`src/design/aslv_pkg.sv`:
```
// shared constants, types and helpers for the ais sentence line validator
// no dependencies

package aslv_pkg;

  // longest line kept, including the slot that triggers truncation
  localparam int unsigned MAX_LINE = 1024;
  localparam int unsigned CNT_W    = $clog2(MAX_LINE);
  localparam int unsigned LEN_W    = 10;

  localparam logic [7:0] CH_LEAD = 8'h21;
  localparam logic [7:0] CH_STAR = 8'h2A;
  localparam logic [7:0] CH_LF   = 8'h0A;
  localparam logic [7:0] CH_CR   = 8'h0D;

  // input word kinds
  localparam logic KIND_BYTE = 1'b0;
  localparam logic KIND_EOI  = 1'b1;

  typedef struct packed {
    logic       ok;
    logic [3:0] val;
  } hex_t;

  // ascii hex digit decode, either case
  function automatic hex_t hex_decode(input logic [7:0] c);
    hex_t h;
    h.ok  = 1'b0;
    h.val = 4'h0;
    if (c >= 8'h30 && c <= 8'h39) begin
      h.ok  = 1'b1;
      h.val = 4'(c - 8'h30);
    end else if (c >= 8'h41 && c <= 8'h46) begin
      h.ok  = 1'b1;
      h.val = 4'(c - 8'h41 + 8'd10);
    end else if (c >= 8'h61 && c <= 8'h66) begin
      h.ok  = 1'b1;
      h.val = 4'(c - 8'h61 + 8'd10);
    end
    return h;
  endfunction

endpackage

```
`src/design/aslv_if.sv`:
```
// valid/ready channel interfaces for the byte input and the line result
// depends on aslv_pkg

interface aslv_in_if;
  logic       valid;
  logic       ready;
  logic       kind;
  logic [7:0] data_byte;

  modport source (output valid, kind, data_byte, input ready);
  modport sink   (input valid, kind, data_byte, output ready);
endinterface

interface aslv_out_if;
  logic                      valid;
  logic                      ready;
  logic                      line_valid;
  logic [aslv_pkg::LEN_W-1:0] line_length;
  logic [7:0]                computed_checksum;
  logic                      truncated;

  modport source (output valid, line_valid, line_length, computed_checksum, truncated,
                  input ready);
  modport sink   (input valid, line_valid, line_length, computed_checksum, truncated,
                  output ready);
endinterface

```
`src/design/ais_sentence_line_validator.sv`:
```
// ais sentence line validator: line assembly and nmea style checksum check
// depends on aslv_pkg and the channel interfaces in aslv_if.sv
//
// usage
// - bytes: one word per serial character (kind byte) or an end-of-input
//   marker (kind end). carriage returns are dropped, a newline closes the
//   line, end of input closes any partial line
// - lines: one word per finished line with the pass flag, kept length,
//   xor of the characters between the leading '!' and the first '*', and a
//   truncation flag. a line reaching MAX_LINE - 1 characters closes at once
//   and later bytes are thrown away up to and including the next newline
// - flow: an accepted word is held in the input register, decoded from there,
//   and its result is offered from the result register
// - throughput: one word per cycle while the result register is free or being
//   read, set by the single decode stage between the input and result registers
// - a waiting result holds in the result register; a new word is still
//   taken into the input register, and intake stops only when both are full
// - reset (rst, synchronous) empties both registers and clears line state

module ais_sentence_line_validator (
  input  logic            clk,
  input  logic            rst,
  aslv_in_if.sink         bytes,
  aslv_out_if.source      lines
);
  import aslv_pkg::*;

  // input register
  logic       q_valid;
  logic       q_kind;
  logic [7:0] q_byte;

  // line state
  logic [CNT_W-1:0] char_count, char_count_next;
  logic [7:0]       running_xor, running_xor_next;
  logic             leader_ok, leader_ok_next;
  logic             star_seen, star_seen_next;
  logic             star_too_early, star_too_early_next;
  logic [1:0]       after_star_count, after_star_count_next;
  logic [3:0]       high_nibble, high_nibble_next;
  logic             digits_ok, digits_ok_next;
  logic             discarding, discarding_next;

  // result register
  logic             out_valid;
  logic             res_ok;
  logic [LEN_W-1:0] res_len;
  logic [7:0]       res_xor;
  logic             res_trunc;

  logic             advance;
  logic             emit, emit_trunc, emit_ok;
  hex_t             hx;
  logic [LEN_W-1:0] res_len_c;
  logic [7:0]       res_xor_c;

  // stage moves when the result slot is free or being emptied
  assign advance     = !out_valid || lines.ready;
  assign bytes.ready = !q_valid || advance;

  assign hx = hex_decode(q_byte);

  always_comb begin
    logic [CNT_W-1:0] cnt;
    logic [7:0]       xr;
    logic             lo, ss, ste, dok;
    logic [1:0]       asc;
    logic [3:0]       hn;
    logic             clr;

    cnt  = char_count;
    xr   = running_xor;
    lo   = leader_ok;
    ss   = star_seen;
    ste  = star_too_early;
    asc  = after_star_count;
    hn   = high_nibble;
    dok  = digits_ok;
    clr  = 1'b0;
    emit = 1'b0;
    emit_trunc = 1'b0;
    discarding_next = discarding;

    if (q_kind == KIND_EOI) begin
      if (discarding) begin
        discarding_next = 1'b0;
        clr = 1'b1;
      end else if (char_count != '0) begin
        emit = 1'b1;
      end
    end else if (discarding) begin
      if (q_byte == CH_LF) discarding_next = 1'b0;
    end else if (q_byte == CH_LF) begin
      emit = 1'b1;
    end else if (q_byte != CH_CR) begin
      // take one character
      if (char_count == '0) begin
        lo = (q_byte == CH_LEAD);
      end else if (!star_seen) begin
        if (q_byte == CH_STAR) begin
          ss  = 1'b1;
          ste = (char_count == CNT_W'(1));
        end else if (leader_ok) begin
          xr = running_xor ^ q_byte;
        end
      end else begin
        unique case (after_star_count)
          2'd0: begin
            if (!hx.ok) dok = 1'b0;
            else hn = hx.val;
            asc = 2'd1;
          end
          2'd1: begin
            // second digit completes the checksum compare
            if (!hx.ok || {high_nibble, hx.val} != running_xor) dok = 1'b0;
            asc = 2'd2;
          end
          default: asc = 2'd3;
        endcase
      end
      cnt = char_count + CNT_W'(1);
      if (cnt == CNT_W'(MAX_LINE - 1)) begin
        discarding_next = 1'b1;
        emit       = 1'b1;
        emit_trunc = 1'b1;
      end
    end

    emit_ok = lo && ss && !ste && (asc == 2'd2) && dok;
    res_len_c = LEN_W'(cnt);
    res_xor_c = xr;

    if (emit || clr) begin
      char_count_next       = '0;
      running_xor_next      = 8'h00;
      leader_ok_next        = 1'b0;
      star_seen_next        = 1'b0;
      star_too_early_next   = 1'b0;
      after_star_count_next = 2'd0;
      high_nibble_next      = 4'h0;
      digits_ok_next        = 1'b1;
    end else begin
      char_count_next       = cnt;
      running_xor_next      = xr;
      leader_ok_next        = lo;
      star_seen_next        = ss;
      star_too_early_next   = ste;
      after_star_count_next = asc;
      high_nibble_next      = hn;
      digits_ok_next        = dok;
    end
  end

  // input register
  always_ff @(posedge clk) begin
    if (rst) begin
      q_valid <= 1'b0;
    end else if (bytes.ready) begin
      q_valid <= bytes.valid;
    end
    if (bytes.ready) begin
      q_kind <= bytes.kind;
      q_byte <= bytes.data_byte;
    end
  end

  // line state
  always_ff @(posedge clk) begin
    if (rst) begin
      char_count       <= '0;
      running_xor      <= 8'h00;
      leader_ok        <= 1'b0;
      star_seen        <= 1'b0;
      star_too_early   <= 1'b0;
      after_star_count <= 2'd0;
      high_nibble      <= 4'h0;
      digits_ok        <= 1'b1;
      discarding       <= 1'b0;
    end else if (advance && q_valid) begin
      char_count       <= char_count_next;
      running_xor      <= running_xor_next;
      leader_ok        <= leader_ok_next;
      star_seen        <= star_seen_next;
      star_too_early   <= star_too_early_next;
      after_star_count <= after_star_count_next;
      high_nibble      <= high_nibble_next;
      digits_ok        <= digits_ok_next;
      discarding       <= discarding_next;
    end
  end

  // result register
  always_ff @(posedge clk) begin
    if (rst) begin
      out_valid <= 1'b0;
    end else if (advance) begin
      out_valid <= q_valid && emit;
    end
    if (advance && q_valid && emit) begin
      res_ok    <= emit_ok;
      res_len   <= res_len_c;
      res_xor   <= res_xor_c;
      res_trunc <= emit_trunc;
    end
  end

  assign lines.valid             = out_valid;
  assign lines.line_valid        = res_ok;
  assign lines.line_length       = res_len;
  assign lines.computed_checksum = res_xor;
  assign lines.truncated         = res_trunc;

endmodule
```
`src/flat_wrapper.sv`:
```
// flat-port wrapper written by rule: the top's interface ports become plain ports
module ais_sentence_line_validator_flat import aslv_pkg::*;
  (clk, rst, bytes_valid, bytes_kind, bytes_data_byte, bytes_ready, lines_valid, lines_line_valid, lines_line_length, lines_computed_checksum, lines_truncated, lines_ready);
  aslv_in_if bytes_i ();
  aslv_out_if lines_i ();
  input  logic clk;
  input  logic rst;
  input wire logic [$bits(bytes_i.valid)-1:0] bytes_valid;
  input wire logic [$bits(bytes_i.kind)-1:0] bytes_kind;
  input wire logic [$bits(bytes_i.data_byte)-1:0] bytes_data_byte;
  output wire logic [$bits(bytes_i.ready)-1:0] bytes_ready;
  output wire logic [$bits(lines_i.valid)-1:0] lines_valid;
  output wire logic [$bits(lines_i.line_valid)-1:0] lines_line_valid;
  output wire logic [$bits(lines_i.line_length)-1:0] lines_line_length;
  output wire logic [$bits(lines_i.computed_checksum)-1:0] lines_computed_checksum;
  output wire logic [$bits(lines_i.truncated)-1:0] lines_truncated;
  input wire logic [$bits(lines_i.ready)-1:0] lines_ready;
  assign bytes_i.valid = bytes_valid;
  assign bytes_i.kind = bytes_kind;
  assign bytes_i.data_byte = bytes_data_byte;
  assign bytes_ready = bytes_i.ready;
  assign lines_valid = lines_i.valid;
  assign lines_line_valid = lines_i.line_valid;
  assign lines_line_length = lines_i.line_length;
  assign lines_computed_checksum = lines_i.computed_checksum;
  assign lines_truncated = lines_i.truncated;
  assign lines_i.ready = lines_ready;
  ais_sentence_line_validator u_core (.clk(clk), .rst(rst), .bytes(bytes_i), .lines(lines_i));
endmodule
```
`config.mk`:
```
export PLATFORM = sky130hd
export DESIGN_NAME = ais_sentence_line_validator_flat
export DESIGN_NICKNAME = d
export VERILOG_FILES = /design/src/design/aslv_pkg.sv /design/src/design/aslv_if.sv /design/src/design/ais_sentence_line_validator.sv /design/src/flat_wrapper.sv
export SDC_FILE = /design/constraint.sdc
export NUM_CORES = 1
export LEC_CHECK = 0
export BUFFER_PORTS_ARGS = -buffer_cell sky130_fd_sc_hd__buf_4
export CAP_MARGIN = 20
export CORE_AREA = 5 5 87 89
export DETAILED_ROUTE_END_ITERATION = 10
export DIE_AREA = 0 0 92 94
export PLACE_DENSITY = 0.69
export SLEW_MARGIN = 15
export SYNTH_ARGS = -nofsm -noshare
export SYNTH_HDL_FRONTEND = slang
export SYNTH_SLANG_ARGS = --single-unit
```
`constraint.sdc`:
```
create_clock -name clk -period 8.7 [get_ports clk]
set_input_delay 1.74 -clock clk [delete_from_list [all_inputs] [get_ports clk]]
set_output_delay 1.74 -clock clk [all_outputs]
set_load 0.03 [all_outputs]
```
## Word level (Yosys, flattened, before mapping)

Index checks and enable logic that the tools add are counted.

- Word-level logic and storage cells: 149
- Output and inout bits: 22
- Input port bits: 13
- Flip-flop bits (word level): 60

- Add/sub/neg operators: 6
- Multiplexer cells: 79
- Eq/ne operators: 13
- $lt $le $gt $ge: 6
- Reduce and logical (&&, ||, !) cells: 27
- Bitwise gates (word level): 1

Operators with widths:

| kind | number |
|---|---|
| $mux 8 | 9 |
| $mux 10 | 5 |
| $mux 1 | 44 |
| $mux 4 | 9 |
| $eq 8x6->1 const B | 2 |
| $ge 8x7->1 const B | 2 |
| $le 8x7->1 const B | 2 |
| $mux 5 | 3 |
| $mux 2 | 7 |
| $sub 4x1->4 const B | 3 |
| $add 10x1->10 const B | 1 |
| $eq 10x1->1 const B | 1 |
| $eq 10x10->1 const B | 1 |
| $logic_and 1x1->1 | 10 |
| $logic_not 10->1 | 1 |
| $reduce_bool 10->1 | 1 |
| $reduce_and 9->1 | 1 |
| $add 4x4->4 const B | 2 |
| $eq 8x4->1 const B | 1 |
| $ge 8x6->1 const B | 1 |
| $le 8x6->1 const B | 1 |
| $ne 2x2->1 const B | 4 |
| $ne 8x4->1 const B | 1 |
| $ne 8x8->1 | 1 |
| 10 further kinds | 19 |

## Depth between registers and ports, before layout

Gate-level depths: netlist (run 1).

- Depth after elaboration: 16
- Depth in mapped cells: 10

## Worst setup path before layout (run 1)

No wires, ideal clock.

- Path kind: in2reg
- Start point: input port lines_ready
- End point: register u_core.res_xor[0], in the netlist u_core.lines.computed_checksum[0] (enable)
- Arrival time: 4.335 ns
- Stages on the path: 4
- Path slack: 3.906 ns
- Setup time: 0.459 ns
- Path through: nand2b_1 -> nand2_1 -> clkbuf_1 -> nor4b_1

- Cells in the longest elaborated chain, start to end: 3

RTL lines:

| item | RTL line | source |
|---|---|---|
| from (decl) | flat_wrapper.sv:17 | `input wire logic [$bits(lines_i.ready)-1:0] lines_ready;` |
| $logic_or 1x1->1 | ais_sentence_line_validator.sv:58 | `assign advance = !out_valid \|\| lines.ready;` |
| $logic_and 1x1->1 (2 in a row) | ais_sentence_line_validator.sv:199 | `if (advance && q_valid && emit) begin` |
| to (signal assigned) | ais_sentence_line_validator.sv:202 | `res_xor <= res_xor_c;` |
| to (decl) | ais_sentence_line_validator.sv:48 | `logic [7:0] res_xor;` |

No other way between the ends.
A chain may end at the register's enable or synchronous reset.

## Worst setup path after layout (run 1)

- Start point: input port lines_ready
- End point: output port bytes_ready

- Cells in the longest elaborated chain, start to end: 2

RTL lines:

| item | RTL line | source |
|---|---|---|
| $logic_or 1x1->1 | ais_sentence_line_validator.sv:58 |  |
| $logic_or 1x1->1 | ais_sentence_line_validator.sv:59 | `assign bytes.ready = !q_valid \|\| advance;` |
| to (decl) | flat_wrapper.sv:11 | `output wire logic [$bits(bytes_i.ready)-1:0] bytes_ready;` |

No other way between the ends.

==> flow_summary.ini, run 1 <==
[logic_synthesis]
syn_inst = 335
syn_nets = 356
synth_cell_type_count = 62
yosysSeqAreaShare = 0.457
yosys_most_used_dff = dfxtp_1
ys_seq_elements = 60
post_synth.cell_area_avg_um2 = 9.74
synth_edf_count = 29
ys_warn_count = 0
netlist.top_cell.by_area = edfxtp_1
async_reset_ff_frac = 0
yosys-top-cells-area = edfxtp_1 (27%), dfxtp_1 (19%), xnor2_1 (5.6%), nand3_1 (4.1%), a21oi_1 (3.8%)
synth_top_area_share = 0.267
mappedNetlistArea_um2 = 3260

[worst_setup_path]
rr_startpoint = u_core.q_byte[0]$_DFFE_PP_
end_kind = output pin
crit_type = in2out
arrival_ps = 2600
slowest_delay_ps = 290
crit_cells = 4
worstPathRequired_ps = 6960
cpMaxStageDelayCell = nand2_1
path_cells = buf_4, nor2b_1, nand2_1, buf_4
rrSetupSlack_ps = 5930
crit_start = lines_ready
crit_fanout = 10
endpoint = bytes_ready
r2r_cells = 7
critPathTopFamily = simple AND/OR/NAND/NOR gates
cp_num_buf_inv = 2
cp_common_cell = buf_4
crit_path_start_kind = input pin
regToRegEndpoint = u_core.high_nibble[1]$_SDFFE_PP0P_

[grt]
use_met1 = 0.214
grt_use_met2 = 0.268
busiest_layer = met2
grt_antenna_before_repair = 0
grt_usage = 0.170
grt_pass1_vias = 2443
met3_usage = 0.0457
grt_max_degree = 35
gr-total-overflow = 0
grt_pass1_wl_um = 11600

[floorplan]
initial_utilization = 0.489
die_h_um = 94
rows = 30
die_w_um = 92
ioPinCount = 35
core_um2 = 6680
die_area_um2 = 8650

[cts]
cts_tree = yes
cts_root_buffer = clkbuf_8
clkSinkCount = 60
cts_buffers = 9
postCtsSetupRepairBufs = 0
cts.htree.levels = 3
postCtsHoldBufs = 0
clkTransAtPathRegs_ps = 70
clk_latency_ps = 340
cts_resized = 0
clk_path_buf_depth = 2

[timing]
fin_hold_ws_ps = 467
hold_violations = 0
fin_crit_ps = 4340
finalSetupTns_ps = 0
drv_slew = 0
finalSetupViolCount = 0
max_freq_ghz = 0.231
relSlewSlack = 0.408
tightest_slew_ps = 888
fin_crit_sh = 0.498
skew_ps = 6.46
rsz0062_at_grt = false

[routing]
via_count = 2684
drt-wirelength-per-cell_um = 16.1
ant_nets = 0
firstDrtPassIters = 5
viasPerCell = 6.00
drt_iter0_drc = 166
route.detailed.drc = 0
totalWireLength_um = 7200

[final_layout]
final_common_cell = buf_4
multi_input_area_um2 = 1660
final_util = 0.560
syn2layout_area_growth_pct = 14.6
fill_cells = 606
layout_common_cells = buf_4 (36), nand2_1 (33), dfxtp_1 (31)
regArea_um2 = 1490
layout-drive-gt1-share = 0.188
nNetsFinal = 383
design_area_um2 = 3740
diodes = 0

[power]
p_sw_frac = 0.241
p_per_area_nw_per_um2 = 160
p_int_w = 0.000453
p_total_w = 0.000597
power_frac_seq = 0.514
pwr-share-clk = 0.411
irDropWorstVdd_v = 0.000105
switchingPower_w = 0.000144
p_comb_frac = 0.076
p_leak_nw = 1.26

[placement]
port_buffers = 34
placed_cell_area_um2 = 3550
place_congestion = 0.815
dp_hpwl_um = 4900

[min_path]
worstHoldPathType = reg2reg

[status]
status = finished clean

[flow_run]
max_cap_viol_count = 0
[cell families after synthesis]
kind of cell | synth area share
muxes | 0.00881
adders and majority gates | 0.0307
buffers and inverters | 0.0353
xor gates and xnor gates | 0.0644
AOI/OAI and AO/OA | 0.161
and+or+nand+nor | 0.243
DFF | 0.457
[per-stage QoR]
step / setup WS (ps) / instances
5_1_grt: 4280 / 447
4_1_cts: 4340 / 447
6_report: 4360 / 447
2_1_floorplan: 3910 / 335
3_5_place_dp: 4340 / 431
3_3_place_gp: 4380 / 431
[area by class of cell]
class / count / area share
clock inverter: 6 / 0.0144
multi-input combinational: 249 / 0.445
sequential: 60 / 0.399
timing repair buffer: 36 / 0.0723
clock buffer: 10 / 0.0368
tap: 80 / 0.0268
inverter: 6 / 0.00602
[routing by layer]
layer  up-vias  wire length [um]
met5         -                 0
met4         0               188
met3        27               466
met2        96              3290
met1      1249              3250
li1       1312                 -
[synthesized netlist by cell type, types with 3 or more instances]
master	count
nand4_1	8
a31oi_1	11
edfxtp_1	29
o21ai_0	4
xnor2_1	21
nor2_1	14
clkbuf_1	10
ha_1	8
nand2b_1	11
or4_1	6
xor2_1	3
nor3b_1	3
dfxtp_1	31
and3_1	5
or3_1	3
a21oi_1	25
nand3_1	27
nand3b_1	3
nor4b_1	3
o22ai_1	3
nand2_1	33
nor3_1	8
nor2b_1	3
inv_1	6
buf_2	7
[tightest hold or removal path: cells and delay by family, from the launching register on]
| kind | cells | cell delay (ps) |
|---|---|---|
| compound gates | 1 | 60 |
| simple gates | 1 | 50 |
| flops | 1 | 310 |
[power groups by stage]
stage | Clock (W) | Combinational (W) | Sequential [W]
after CTS | 0.000249 | 0.0000448 | 0.000306
after detailed placement | 0 | 0.0000446 | 0.000312
final | 0.000245 | 0.0000452 | 0.000306
after floorplan | 0 | 0.0000287 | 0.000313
after global routing | 0.000262 | 0.0000487 | 0.000307
after global placement | 0 | 0.0000442 | 0.000312
[how the worst min path moves through the flow]
stage,startpoint,slack [ps],endpoint,depth (start not counted)
after CTS,u_core.star_too_early$_SDFFE_PP0P_,460,u_core.star_too_early$_SDFFE_PP0P_,2
after global routing,u_core.star_too_early$_SDFFE_PP0P_,490,u_core.star_too_early$_SDFFE_PP0P_,2
after global placement,u_core.star_too_early$_SDFFE_PP0P_,440,u_core.star_too_early$_SDFFE_PP0P_,2
after detailed placement,u_core.star_too_early$_SDFFE_PP0P_,460,u_core.star_too_early$_SDFFE_PP0P_,2
after floorplan,u_core.star_too_early$_SDFFE_PP0P_,440,u_core.star_too_early$_SDFFE_PP0P_,2
final,u_core.star_too_early$_SDFFE_PP0P_,470,u_core.star_too_early$_SDFFE_PP0P_,2
[flip-flops by register name, summed over array words and instances (netlist names), 2 cells and up]
signal,cells
u_core.after_star_count,2
u_core.char_count,10
u_core.high_nibble,4
u_core.lines.computed_checksum,8
u_core.lines.line_length,10
u_core.q_byte,8
u_core.running_xor,8
(Power assumes the default switching activity.)
==> run 2: changes to the inputs <==
--- a/config.mk
+++ b/config.mk
@@ -10,7 +10,7 @@
 export CORE_AREA = 5 5 87 89
 export DETAILED_ROUTE_END_ITERATION = 10
 export DIE_AREA = 0 0 92 94
-export PLACE_DENSITY = 0.69
+export PLACE_DENSITY = 0.71
 export SLEW_MARGIN = 15
 export SYNTH_ARGS = -nofsm -noshare
 export SYNTH_HDL_FRONTEND = slang
==> constraint.sdc (replaced) <==
create_clock -name clk -period 3.8 [get_ports clk]
set_input_delay 0.76 -clock clk [delete_from_list [all_inputs] [get_ports clk]]
set_output_delay 0.76 -clock clk [all_outputs]
set_load 0.03 [all_outputs]
==> run 2 against run 1 <==
Critical path depth is 3 higher; clock power is 130% higher; utilization is 0.24 points higher; sequential power is 130% higher; routed wire length decreased by 0.40%; total power up 130%; register-to-register slack worse by 4800 ps; global-route usage rose by 0.36 points; non-clock buffer count increased by 1.
==> flow_summary.ini, run 2 (synthesis gave the netlist of run 1 again) <==
[status]
status = finished clean

[worst_setup_path]
worstPathRequired_ps = 3840
r2r_cells = 7
rrSetupSlack_ps = 1120
rr_startpoint = u_core.q_byte[0]$_DFFE_PP_
crit_path_start_kind = flip-flop
crit_fanout = 11
regToRegEndpoint = u_core.lines.computed_checksum[7]$_DFFE_PP_
end_kind = flip-flop
arrival_ps = 2720
crit_type = reg2reg

[final_layout]
nNetsFinal = 384
layout-drive-gt1-share = 0.188
diodes = 0
syn2layout_area_growth_pct = 15.1
design_area_um2 = 3760
final_common_cell = buf_4
layout_common_cells = buf_4 (37), nand2_1 (33), dfxtp_1 (31)

[min_path]
whs_endpoint = u_core.star_too_early$_SDFFE_PP0P_
min_from = u_core.star_too_early$_SDFFE_PP0P_
worstHoldPathType = reg2reg
hold_depth = 2

[placement]
dp_hpwl_um = 5110
port_buffers = 34
placed_cell_area_um2 = 3560
place_congestion = 0.828

[timing]
drv_slew = 0
tightest_slew_ps = 831
fin_crit_ps = 2680
skew_ps = 7.90
hold_violations = 0
fin_crit_sh = 0.706
finalSetupTns_ps = 0
rsz0062_at_grt = false
relSlewSlack = 0.446
finalSetupViolCount = 0
max_freq_ghz = 0.373

[power]
p_leak_nw = 1.27
switchingPower_w = 0.000327
power_frac_seq = 0.513
p_int_w = 0.00104
pwr-share-clk = 0.411
p_per_area_nw_per_um2 = 364
irDropWorstVdd_v = 0.000212
p_sw_frac = 0.239
p_comb_frac = 0.076

[cts]
cts.htree.levels = 3
cts_resized = 0
clk_path_buf_depth = 2
postCtsHoldBufs = 0
cts_tree = yes
postCtsSetupRepairBufs = 0
clkSinkCount = 60
cts_buffers = 9
clk_latency_ps = 330
clkTransAtPathRegs_ps = 70
cts_root_buffer = clkbuf_8

[grt]
gr-total-overflow = 0
grt_antenna_before_repair = 0
grt_max_degree = 35
use_met1 = 0.218
met3_usage = 0.0369
busiest_layer = met2
grt_pass1_vias = 2505
grt_pass1_wl_um = 11900
grt_use_met2 = 0.295
grt_usage = 0.174

[floorplan]
core_um2 = 6680
die_area_um2 = 8650
initial_utilization = 0.489
rows = 30
die_h_um = 94
die_w_um = 92
ioPinCount = 35

[flow_run]
max_cap_viol_count = 0

[routing]
drt-wirelength-per-cell_um = 16.0
totalWireLength_um = 7170
drt_iter0_drc = 217
firstDrtPassIters = 4
viasPerCell = 5.91
route.detailed.drc = 0
via_count = 2648
ant_nets = 0
==> run 2: power by group through the flow <==
stage	Combinational [W]	Sequential [W]	Clock, W
after floorplan	0.0000663	0.000717	0
after global placement	0.000103	0.000715	0
after detailed placement	0.000104	0.000715	0
after CTS	0.000104	0.000701	0.000573
after global routing	0.000113	0.000703	0.000605
final	0.000105	0.000702	0.000562
==> run 2: layout make-up <==
cell class / instances / area [um^2]
Multi-Input combinational cell: 249 / 1670
Fill cell: 601 / 2930
Inverter: 6 / 22.5
Clock inverter: 5 / 50.0
Clock buffer: 11 / 141
Tap cell: 80 / 100
Timing Repair Buffer: 37 / 278
Sequential cell: 60 / 1490
==> run 2: how the worst max path moves through the flow <==
stage	from	end	slack, ps	cells after the start
2_1_floorplan	u_core.q_byte[0]$_DFFE_PP_	u_core.lines.computed_checksum[0]$_DFFE_PP_	830	7
3_3_place_gp	u_core.q_byte[0]$_DFFE_PP_	u_core.lines.computed_checksum[2]$_DFFE_PP_	1170	7
3_5_place_dp	u_core.q_byte[0]$_DFFE_PP_	u_core.lines.computed_checksum[2]$_DFFE_PP_	1090	7
4_1_cts	u_core.q_byte[0]$_DFFE_PP_	u_core.lines.computed_checksum[2]$_DFFE_PP_	1080	7
5_1_grt	u_core.q_byte[0]$_DFFE_PP_	u_core.lines.computed_checksum[2]$_DFFE_PP_	960	7
6_report	u_core.q_byte[0]$_DFFE_PP_	u_core.lines.computed_checksum[7]$_DFFE_PP_	1120	7
==> run 2: per-layer routing <==
| layer | part of all wire | up-vias | routed length, um |
|---|---|---|---|
| met3 | 0.042 | 4 | 304 |
| met4 | 0.0060 | 0 | 43 |
| met2 | 0.49 | 55 | 3480 |
| met1 | 0.47 | 1279 | 3340 |
| met5 | 0 | - | 0 |
| li1 | - | 1310 | - |
==> run 2: stage by stage <==
| stage | util | hold WS (ps) | setup slack, ps | std cells | power [W] |
|---|---|---|---|---|---|
| finish | 0.562 | 464 | 1120 | 448 | 0.00137 |
| global route | 0.562 | 494 | 959 | 448 | 0.00142 |
| CTS | 0.562 | 466 | 1080 | 448 | 0.00138 |
| detailed placement | 0.534 | 459 | 1090 | 432 | 0.000819 |
| global placement | 0.534 | 443 | 1170 | 432 | 0.000818 |
| floorplan | - | 436 | 829 | 335 | 0.000783 |
==> run 2: critical path, cell delays in order (launching register included) <==
cell	delay [ps]
edfxtp_1	520
inv_1	130
ha_1	200
nor2b_1	230
a31o_2	220
nor2_1	70
nor4b_4	690
buf_4	310
==> run 3: changes to the inputs <==
==> constraint.sdc (replaced) <==
create_clock -name clk -period 2.15 [get_ports clk]
set_input_delay 0.43 -clock clk [delete_from_list [all_inputs] [get_ports clk]]
set_output_delay 0.43 -clock clk [all_outputs]
set_load 0.03 [all_outputs]
==> run 3 against run 2 <==
The flow now finishes with violations (setup timing); total power grew 100%; register-to-register slack lost 1300 ps; non-clock buffer count grew 72; cell count grew 16%; critical path type unchanged; critical endpoint is now u_core.lines.line_valid$_DFFE_PP_; largest cell class unchanged; highest routed layer unchanged.
==> flow_summary.ini, run 3 (synthesis gave the netlist of run 1 again) <==
[timing]
fin_crit_sh = 1.08
tightest_slew_ps = 471
drv_slew = 0
rsz0062_at_grt = true
relSlewSlack = 0.686
worst_slack_ps = -162
skew_ps = 9.48
max_freq_ghz = 0.433
finalSetupTns_ps = -3430
finalSetupViolCount = 40
fin_crit_ps = 2310
hold_violations = 0

[final_layout]
final_common_cell = buf_4
layout-drive-gt1-share = 0.445
diodes = 0
layout_common_cells = buf_4 (98), nand2_1 (29), edfxtp_1 (29)
design_area_um2 = 4780
layout.cells.non_filler = 520
nNetsFinal = 456
syn2layout_area_growth_pct = 46.4

[worst_setup_path]
cpMaxStageDelayCell = edfxtp_1
rr_startpoint = u_core.q_byte[1]$_DFFE_PP_
arrival_ps = 2480
slowest_delay_ps = 460
crit_type = reg2reg
worstPathRequired_ps = 2320
path_cells = inv_2, ha_2, o21bai_1, a21oi_2, buf_4, nand2_1, o21ai_0, o2111ai_2, a2111oi_4
crit_path_start_kind = flip-flop
end_kind = flip-flop
crit_fanout = 4
crit_start = u_core.q_byte[1]$_DFFE_PP_

[power]
p_leak_nw = 1.73
irDropWorstVdd_v = 0.000392
p_per_area_nw_per_um2 = 583
p_total_w = 0.00279

[min_path]
min_from = bytes_kind
worstHoldPathType = in2reg

[cts]
clkSinkCount = 60
cts_buffers = 9
clkTransAtPathRegs_ps = 70
postCtsHoldBufs = 0
clk_path_buf_depth = 2
cts_root_buffer = clkbuf_8
clk_latency_ps = 360
cts_tree = yes
cts.htree.levels = 3

[placement]
place_congestion = 0.933
dp_hpwl_um = 5950
port_buffers = 34
placed_cell_area_um2 = 4050
dp_cells = 489

[grt]
grt_usage = 0.204
grt_antenna_before_repair = 0
grt_pass1_wl_um = 13800
grt_max_degree = 35
grt_pass1_vias = 2893
gr-total-overflow = 0

[floorplan]
core_um2 = 6680
die_h_um = 94
die_w_um = 92
die_area_um2 = 8650
initial_utilization = 0.489
rows = 30
ioPinCount = 35

[routing]
route.detailed.drc = 0
drt-wirelength-per-cell_um = 18.3
drt_iter0_drc = 230
firstDrtPassIters = 4
totalWireLength_um = 9510
via_count = 3068
ant_nets = 0
viasPerCell = 5.90

[status]
violations = setup timing
status = finished, violations left

[flow_run]
max_cap_viol_count = 0
## run 3: changes by cell type in the layout (fill, tap and decap cells not counted), sizes merged
cell,before,now
buf,37,109
bufinv,1,3
clkbuf,11,9
clkinvlp,0,2
clkinv,3,2
inv,7,6
## run 3: path summary, 6_finish.rpt
kind,cells past startpoint,end,slack [ps]
worst max-delay path,9,u_core.lines.line_valid$_DFFE_PP_,-160
worst min-delay path,1,u_core.q_kind$_DFFE_PP_,250
worst max register to register,9,u_core.lines.line_valid$_DFFE_PP_,-160
worst min register to register,2,u_core.star_too_early$_SDFFE_PP0P_,470
## run 3: repair_timing
item                       in CTS  in global routing
hold endpoints to repair        0                  0
buffers inserted                8                  7
setup endpoints to repair      39                 49
gates resized for setup        25                 52
pin swaps                       8                 23
## run 3: critical path: cells and delay by family (launching register included)
kind            cells  cell delay (ps)
buf+inv             2              280
flops               1              460
simple gates        1               50
compound gates      5             1080
fa+ha+maj           1              250
## run 3: area by class of cell
class                           count  area [um^2]
Clock inverter                      7          115
Inverter                            6         27.5
Fill cell                         464         1900
Timing Repair Buffer              109          890
Sequential cell                    60         1500
Multi-Input combinational cell    249         2030
Tap cell                           80          100
Clock buffer                        9          124
## run 3: routing by layer
layer / global-route usage / share of wire / vias to the layer above
li1: - / - / 1451
met1: 0.247 / 0.41 / 1471
met2: 0.356 / 0.49 / 117
met3: 0.0280 / 0.058 / 29
met4: 0.101 / 0.037 / 0
met5: 0 / 0 / -
## run 3: per-stage QoR
step / hold slack, ps / setup slack, ps / util
finish: 248 / -162 / 0.715
global route: 246 / -210 / 0.715
CTS: 252 / -30.5 / 0.669
detailed placement: 461 / -186 / 0.606
global placement: 450 / -141 / 0.606
floorplan: 436 / -205 / -
## run 3: power by group
| group | leakage (nW) | internal [W] | switching [W] | total [W] |
|---|---|---|---|---|
| clock | 0.115 | 0.000764 | 0.000468 | 0.00123 |
| combinational | 1.08 | 0.000140 | 0.000181 | 0.000321 |
| sequential | 0.539 | 0.00121 | 0.0000184 | 0.00123 |
| total | 1.73 | 0.00212 | 0.000667 | 0.00279 |
